File: src/rtl/fdbd_pkg.sv
// Shared constants, types and calendar helpers for the full-days-between-dates unit.
package fdbd_pkg;

  localparam int unsigned MonthW  = 4;
  localparam int unsigned DayW    = 5;
  localparam int unsigned YearW   = 13;
  localparam int unsigned DaysW   = 12;
  // Year offset working width: year plus one walk step or up to seven search steps.
  localparam int unsigned YoffW   = 14;
  // Signed day accumulator width.
  localparam int unsigned AccW    = 14;
  localparam int unsigned MlenW   = 5;
  localparam int unsigned ProbeW  = 4;

  localparam logic [MonthW-1:0] MonJan  = 4'd0;
  localparam logic [MonthW-1:0] MonFeb  = 4'd1;
  localparam logic [MonthW-1:0] MonDec  = 4'd11;

  localparam logic [8:0]        DaysPerYear = 9'd365;
  localparam logic [DaysW-1:0]  MaxFullDays = 12'd4095;
  localparam logic [ProbeW-1:0] ProbeLast   = 4'd8;

  // Exact y / 100 for y < 43699: (y * 5243) >> 19.
  localparam int unsigned       DivShift   = 19;
  localparam int unsigned       ProdW      = 27;
  localparam int unsigned       QuotW      = 8;
  localparam logic [12:0]       DivHundMul = 13'd5243;

  typedef logic [MlenW-1:0] mlen_t;

  // Leap test request and response between sequencer and leap unit.
  typedef struct packed {
    logic             start;
    logic [YoffW-1:0] yoff;
  } leap_req_t;

  typedef struct packed {
    logic valid;
    logic leap;
  } leap_rsp_t;

  function automatic logic [MonthW-1:0] clamp_month(input logic [MonthW-1:0] m);
    return (m > MonDec) ? MonDec : m;
  endfunction

  function automatic mlen_t month_len(input logic [MonthW-1:0] m, input logic leap);
    mlen_t n;
    unique case (m)
      4'd0:    n = 5'd31;
      4'd1:    n = leap ? 5'd29 : 5'd28;
      4'd2:    n = 5'd31;
      4'd3:    n = 5'd30;
      4'd4:    n = 5'd31;
      4'd5:    n = 5'd30;
      4'd6:    n = 5'd31;
      4'd7:    n = 5'd31;
      4'd8:    n = 5'd30;
      4'd9:    n = 5'd31;
      4'd10:   n = 5'd30;
      default: n = 5'd31;
    endcase
    return n;
  endfunction

endpackage

File: src/rtl/fdbd_leap.sv
// Two-step Gregorian leap-year tester on a year counted from 1900.
module fdbd_leap import fdbd_pkg::*; (
  input  logic      clk_i,
  input  logic      rst_ni,
  input  leap_req_t req_i,
  output leap_rsp_t rsp_o
);

  logic             vld_q;
  logic [YoffW-1:0] yoff_q;
  logic [QuotW-1:0] quot_q;
  logic [ProdW-1:0] prod;
  logic [YoffW-1:0] hund;
  logic             div100;

  // Quotient by 100 via reciprocal multiply.
  assign prod = ProdW'(req_i.yoff) * ProdW'(DivHundMul);

  always_ff @(posedge clk_i or negedge rst_ni) begin
    if (!rst_ni) begin
      vld_q <= 1'b0;
    end else begin
      vld_q <= req_i.start;
    end
  end

  always_ff @(posedge clk_i) begin
    if (req_i.start) begin
      yoff_q <= req_i.yoff;
      quot_q <= prod[DivShift +: QuotW];
    end
  end

  // quot * 100 as shift-add
  assign hund   = (YoffW'(quot_q) << 6) + (YoffW'(quot_q) << 5) + (YoffW'(quot_q) << 2);
  assign div100 = (hund == yoff_q);

  // 1900 is 0 mod 4 and mod 100, and 300 mod 400: centuries leap when quot mod 4 is 1.
  assign rsp_o.valid = vld_q;
  assign rsp_o.leap  = (yoff_q[1:0] == 2'b00) && (!div100 || (quot_q[1:0] == 2'b01));

endmodule

File: src/rtl/full_days_between_dates_unit.sv
// Top level: sequencer and shared accumulator for full days between two dates.
//
// Takes one pair of dates (month 0-11, day, year from 1900) per transfer and
// returns the count of whole days strictly between them. One item is worked
// at a time: in_ready_o is high only while the sequencer is idle. A single
// adder accumulates month lengths (or 365 per year in the leap-search case),
// and a shared two-step leap unit answers every February and search query.
// Equal dates go straight to the result; a same-month span checks the end
// day against the end month's length (a leap query when it is February);
// otherwise one month length is added per month walked (up to 12), with a
// leap query for each February; an end day beyond the end month's length
// adds 365 per year while searching for the next leap year, up to seven probes.
// The result sits in an output register,
// so the next item is taken while a finished result waits on out_ready_i;
// the sequencer only stalls when it finishes with that register still full.
// No reset-time sweep, no configuration.
module full_days_between_dates_unit import fdbd_pkg::*; (
  input  logic              clk_i,
  input  logic              rst_ni,
  input  logic              in_valid_i,
  output logic              in_ready_o,
  input  logic [MonthW-1:0] start_month_i,
  input  logic [DayW-1:0]   start_day_i,
  input  logic [YearW-1:0]  start_year_i,
  input  logic [MonthW-1:0] end_month_i,
  input  logic [DayW-1:0]   end_day_i,
  input  logic [YearW-1:0]  end_year_i,
  output logic              out_valid_o,
  input  logic              out_ready_i,
  output logic [DaysW-1:0]  full_days_o
);

  typedef enum logic [4:0] {
    S_IDLE  = 5'b00001,
    S_MONTH = 5'b00010,   // month walk
    S_BCHK  = 5'b00100,   // same month: end day past month length?
    S_SRCH  = 5'b01000,   // search for next leap year
    S_DONE  = 5'b10000
  } state_e;

  state_e                  state_q, state_d;
  logic [MonthW-1:0]       mw_q, mw_d;     // walking month
  logic [MonthW-1:0]       m2_q, m2_d;     // end month
  logic [DayW-1:0]         d2_q, d2_d;
  logic [YoffW-1:0]        yw_q, yw_d;     // year under query
  logic [ProbeW-1:0]       probe_q, probe_d;
  logic signed [AccW-1:0]  acc_q, acc_d;
  logic                    out_vld_q, out_vld_d;
  logic [DaysW-1:0]        out_q, out_d;

  leap_req_t               lu_req;
  leap_rsp_t               lu_rsp;

  logic [MonthW-1:0]       m1c, m2c, mw_next, mlen_month;
  logic                    same_date, span_same;
  logic signed [AccW-1:0]  day_diff, addend, sum;
  logic                    need_leap, step_ok;
  mlen_t                   mlen;
  logic [DaysW-1:0]        clamped;

  fdbd_leap u_leap (
    .clk_i  (clk_i),
    .rst_ni (rst_ni),
    .req_i  (lu_req),
    .rsp_o  (lu_rsp)
  );

  // Decode of the incoming pair
  assign m1c       = clamp_month(start_month_i);
  assign m2c       = clamp_month(end_month_i);
  assign same_date = (m1c == m2c) && (start_day_i == end_day_i) && (start_year_i == end_year_i);
  assign span_same = (m1c == m2c) && (start_day_i < end_day_i);
  assign day_diff  = AccW'(end_day_i) - AccW'(start_day_i) - AccW'(1);

  assign mw_next    = (mw_q == MonDec) ? MonJan : mw_q + 4'd1;
  assign mlen_month = (state_q == S_BCHK) ? m2_q : mw_q;
  assign mlen       = month_len(mlen_month, lu_rsp.leap);

  // Leap query: issue once, consume the cycle the answer shows up
  always_comb begin
    need_leap = 1'b0;
    unique case (state_q)
      S_MONTH: need_leap = (mw_q == MonFeb);
      S_BCHK:  need_leap = (m2_q == MonFeb);
      S_SRCH:  need_leap = 1'b1;
      default: need_leap = 1'b0;
    endcase
  end

  assign step_ok       = !need_leap || lu_rsp.valid;
  assign lu_req.start  = need_leap && !lu_rsp.valid;
  assign lu_req.yoff   = yw_q;

  // Shared adder
  assign addend = (state_q == S_MONTH) ? AccW'(mlen) : AccW'(DaysPerYear);
  assign sum    = acc_q + addend;

  // Final clamp to the output range
  always_comb begin
    if (acc_q < 0) begin
      clamped = '0;
    end else if (acc_q > $signed(AccW'(MaxFullDays))) begin
      clamped = MaxFullDays;
    end else begin
      clamped = acc_q[DaysW-1:0];
    end
  end

  always_comb begin
    state_d   = state_q;
    mw_d      = mw_q;
    m2_d      = m2_q;
    d2_d      = d2_q;
    yw_d      = yw_q;
    probe_d   = probe_q;
    acc_d     = acc_q;
    out_d     = out_q;
    out_vld_d = out_vld_q;
    in_ready_o = 1'b0;

    if (out_vld_q && out_ready_i) begin
      out_vld_d = 1'b0;
    end

    unique case (state_q)
      S_IDLE: begin
        in_ready_o = 1'b1;
        if (in_valid_i) begin
          mw_d    = m1c;
          m2_d    = m2c;
          d2_d    = end_day_i;
          probe_d = '0;
          acc_d   = same_date ? '0 : day_diff;
          if (same_date) begin
            state_d = S_DONE;
          end else if (span_same) begin
            yw_d    = YoffW'(end_year_i);
            state_d = S_BCHK;
          end else begin
            yw_d    = YoffW'(start_year_i);
            state_d = S_MONTH;
          end
        end
      end
      S_MONTH: begin
        if (step_ok) begin
          acc_d = sum;
          mw_d  = mw_next;
          if (mw_next == MonJan) begin
            yw_d = yw_q + YoffW'(1);
          end
          if (mw_next == m2_q) begin
            state_d = S_DONE;
          end
        end
      end
      S_BCHK: begin
        if (step_ok) begin
          if (d2_q > mlen) begin
            acc_d   = sum;
            yw_d    = yw_q + YoffW'(1);
            probe_d = ProbeW'(1);
            state_d = S_SRCH;
          end else begin
            state_d = S_DONE;
          end
        end
      end
      S_SRCH: begin
        if (lu_rsp.valid) begin
          if (lu_rsp.leap) begin
            state_d = S_DONE;
          end else begin
            acc_d   = sum;
            yw_d    = yw_q + YoffW'(1);
            probe_d = probe_q + ProbeW'(1);
            if (probe_q + ProbeW'(1) == ProbeLast) begin
              state_d = S_DONE;
            end
          end
        end
      end
      S_DONE: begin
        if (!out_vld_q || out_ready_i) begin
          out_d     = clamped;
          out_vld_d = 1'b1;
          state_d   = S_IDLE;
        end
      end
      default: state_d = S_IDLE;
    endcase
  end

  always_ff @(posedge clk_i or negedge rst_ni) begin
    if (!rst_ni) begin
      state_q   <= S_IDLE;
      out_vld_q <= 1'b0;
    end else begin
      state_q   <= state_d;
      out_vld_q <= out_vld_d;
    end
  end

  always_ff @(posedge clk_i) begin
    mw_q    <= mw_d;
    m2_q    <= m2_d;
    d2_q    <= d2_d;
    yw_q    <= yw_d;
    probe_q <= probe_d;
    acc_q   <= acc_d;
    out_q   <= out_d;
  end

  assign out_valid_o = out_vld_q;
  assign full_days_o = out_q;

endmodule

File: config.mk
export PLATFORM = sky130hd
export DESIGN_NAME = full_days_between_dates_unit
export DESIGN_NICKNAME = d
export VERILOG_FILES = /design/src/rtl/fdbd_pkg.sv /design/src/rtl/fdbd_leap.sv /design/src/rtl/full_days_between_dates_unit.sv
export SDC_FILE = /design/constraint.sdc
export NUM_CORES = 1
export LEC_CHECK = 0
export BUFFER_PORTS_ARGS = -buffer_cell sky130_fd_sc_hd__buf_4
export CORE_MARGIN = 2
export CORE_UTILIZATION = 60
export DETAILED_ROUTE_END_ITERATION = 16
export PLACE_DENSITY = 0.79
export SYNTH_ARGS = -nofsm -noshare
export SYNTH_HDL_FRONTEND = slang
export SYNTH_SLANG_ARGS = --single-unit
File: constraint.sdc
create_clock -name clk_i -period 7.8 [get_ports clk_i]
set_input_delay 0.39 -clock clk_i [delete_from_list [all_inputs] [get_ports clk_i]]
set_output_delay 0.39 -clock clk_i [all_outputs]
set_load 0.05 [all_outputs]
==> impl_metrics.py <==
metrics = {
    "sta": {
        "finClkSkew_ns": 0.00836,
        "grt_setup_unrepaired": "false",
        "fmax_ghz": 0.180,
        "tightest_slew_ns": 1.21,
        "maxSlewHeadroom": 0.189,
        "min_period_ns": 5.54,
        "setup_tns_ns": 0,
        "period_share": 0.711,
        "setup_viol": 0,
        "final-hold-violation-count": 0,
        "slew_violations": 0,
    },
    "floorplan": {
        "rows": 44,
        "core-area_mm2": 0.0145,
        "die_area_mm2": 0.0158,
        "start_util": 0.612,
        "io_pins": 62,
        "fp.dieH_um": 126,
        "fp.dieW_um": 126,
    },
    "critical_path": {
        "crit_chain": "inv_1, fa_1, inv_1, ha_1, fa_1, xnor2_1, xnor2_1, nor4_1, nand3_1, o41ai_2, a22oi_1, nand2b_1, ha_1, inv_1, fa_1, or3b_2, a21o_1, a21oi_1, o21ai_0, nand2_1, xor2_1, o21ai_2",
        "crit_fanout": 4,
        "crit_buf_inv": 3,
        "arrival_ns": 5.62,
        "slowest_delay_ns": 0.55,
        "critical-path-slowest-cell": "fa_1",
        "crit_required_ns": 7.87,
        "start_kind": "register",
        "crit_type": "reg -> reg",
        "critical-path-top-delay-family": "adder cells",
        "endpoint_kind": "register",
    },
    "placed_design": {
        "dp.cells": 1101,
        "place_congestion": 0.865,
        "io_buffers": 61,
        "hpwl_um": 14900,
    },
    "synth": {
        "synth_compound_area_frac": 0.106,
        "yosysMostFrequentCell": "inv_1",
        "synth_top_cell_by_area": "edfxtp_1",
        "synthXorXnorAreaFrac": 0.0817,
        "ys_top_cells_by_count": "148 x inv_1, 134 x ha_1, 79 x edfxtp_1",
        "synthCells": 865,
        "synth_mux_area_frac": 0.0186,
        "avgSynthCellArea_um2": 10.3,
        "synth-edff-count": 79,
        "async_flop_share": 0.0814,
        "ys_ff_latch": 86,
        "synth_top_family_by_area": "adder cells",
        "post_synth_fa_ha_maj_area_fraction": 0.346,
        "synth.distinct_cells": 63,
        "seq_area_frac_synth": 0.286,
        "netlist_area_mm2": 0.00890,
        "synth_area_leaders": "edfxtp_1 27%, ha_1 19%, fa_1 16%",
        "syn-num-nets": 1117,
        "synth_top_flop_cell": "edfxtp_1",
        "yosys.area_share.simple": 0.0929,
        "yosys_warnings": 0,
        "synth_top_area_frac": 0.267,
    },
    "global_routing": {
        "grt_use_total": 0.247,
        "grt_pass1_vias": 6635,
        "antenna_found_initial": 0,
        "grt_max_degree": 44,
        "grt_pass1_wl_um": 31300,
        "grt-ovfl-total": 0,
    },
    "cts": {
        "root_buffer": "clkbuf_16",
        "cts_buffers": 9,
        "path_clk_slew_ns": 0.06,
        "cts_tree": "built",
        "hold_buffers": 1,
        "cts_sinks": 86,
        "post_cts_buffers": 0,
        "clockBufferDepth": 2,
        "h-tree-depth": 3,
        "clkLatencyLatePin_ns": 0.35,
        "ctsResizeCount": 0,
    },
    "route": {
        "drtIter0Drc": 474,
        "drtAntennaViolNets": 0,
        "drc": 0,
        "viasPerCell": 5.63,
        "avgRoutedWirePerCell_um": 16.5,
        "drt_pre_antenna_iters": 5,
        "drt-total-wl_um": 18400,
        "route.vias.total": 6297,
    },
    "job": {
        "drv_cap": 0,
    },
    "layout": {
        "fillers": 1124,
        "drive_gt1_frac": 0.116,
        "instances_no_fill": 1118,
        "insertedDiodeCount": 0,
        "multi_input_area_mm2": 0.00576,
        "finalNetCount": 1181,
        "seqCellArea_mm2": 0.00255,
        "areaGrowthSynthToFinish_pct": 11.3,
    },
    "outcome": {
        "status": "finished clean",
    },
    "worst_hold_path": {
        "hold_class": "in -> reg",
    },
}
==> cells in the final DEF, fill, tap and decap left out, types with 6 or more instances in the layout <==
master     Yosys  routed
buf_4          1      64
and3_1         6       6
o22ai_1       10      10
a31oi_1        6       6
a21o_1        13      13
a21oi_1       40      40
dfrtp_1        6       6
edfxtp_1      79      79
fa_1          70      70
xor2_1        30      30
mux2i_1       14      14
nor2b_1        8       8
o21a_1         6       6
nand3_1       15      15
nand2_1       38      38
o21ai_2        8       8
nor2_1        62      62
nor3_1         6       6
o21ai_0       30      30
ha_1         134     134
xnor2_1       53      53
clkbuf_16      0       9
inv_1        148     148
nand4_1        9       9
==> cells by family after synthesis <==
family | Yosys count
muxes | 16
buffers and inverters | 161
adders and majority gates | 204
and+or+nand+nor | 171
DFF | 86
xor gates and xnor gates | 83
AOI/OAI and AO/OA | 144
==> final timing paths <==
kind	from	endpoint	slack [ns]	depth (start not counted)
worst min register to register	out_valid_o	out_valid_o	0.53	2
worst max-delay path	u_leap.quot_q[0]	acc_q[10]	2.26	22
worst max register to register	u_leap.quot_q[0]	acc_q[10]	2.26	22
min in group asynchronous	rst_ni	out_valid_o	0.39	2
max in group asynchronous	rst_ni	state_q[0]	7.21	2
worst min-delay path	end_day_i[3]	d2_q[3]	0.24	1
==> registers in the layout (all words and copies together) (netlist names) <==
signal,cells
acc_q,14
u_leap.yoff_q,14
yw_q,14
full_days_o,12
u_leap.quot_q,8
d2_q,5
state_q,5
m2_q,4
mw_q,4
probe_q,4
out_valid_o,1
u_leap.vld_q,1
==> layout make-up <==
| type | count | share of cell area |
|---|---|---|
| Clock inverter | 6 | 0.00872 |
| Tap cell | 184 | 0.0232 |
| Timing Repair Buffer | 65 | 0.0495 |
| Multi-Input combinational cell | 618 | 0.582 |
| Sequential cell | 86 | 0.257 |
| Inverter | 149 | 0.0565 |
| Clock buffer | 10 | 0.0231 |
==> through the flow <==
step	setup slack (ns)	utilization	hold slack [ns]	area, um2
2_1_floorplan	2.12	-	0.0944	8900
3_3_place_gp	2.56	0.659	0.207	9580
3_5_place_dp	2.35	0.659	0.207	9580
4_1_cts	2.27	0.682	0.236	9910
5_1_grt	1.79	0.682	0.239	9910
6_report	2.26	0.682	0.240	9910
==> routing by layer <==
layer  global-route usage  up-vias  part of all wire
met5                    0        -                 0
met4               0.0782        0             0.025
met3               0.0302       36             0.039
met2                0.464      164              0.53
met1                0.294     3021              0.40
li1                     -     3076                 -
Power is left out: the tool's default activity adds up to more than one toggle a clock period on the data nets, which glitch-free logic cannot reach.
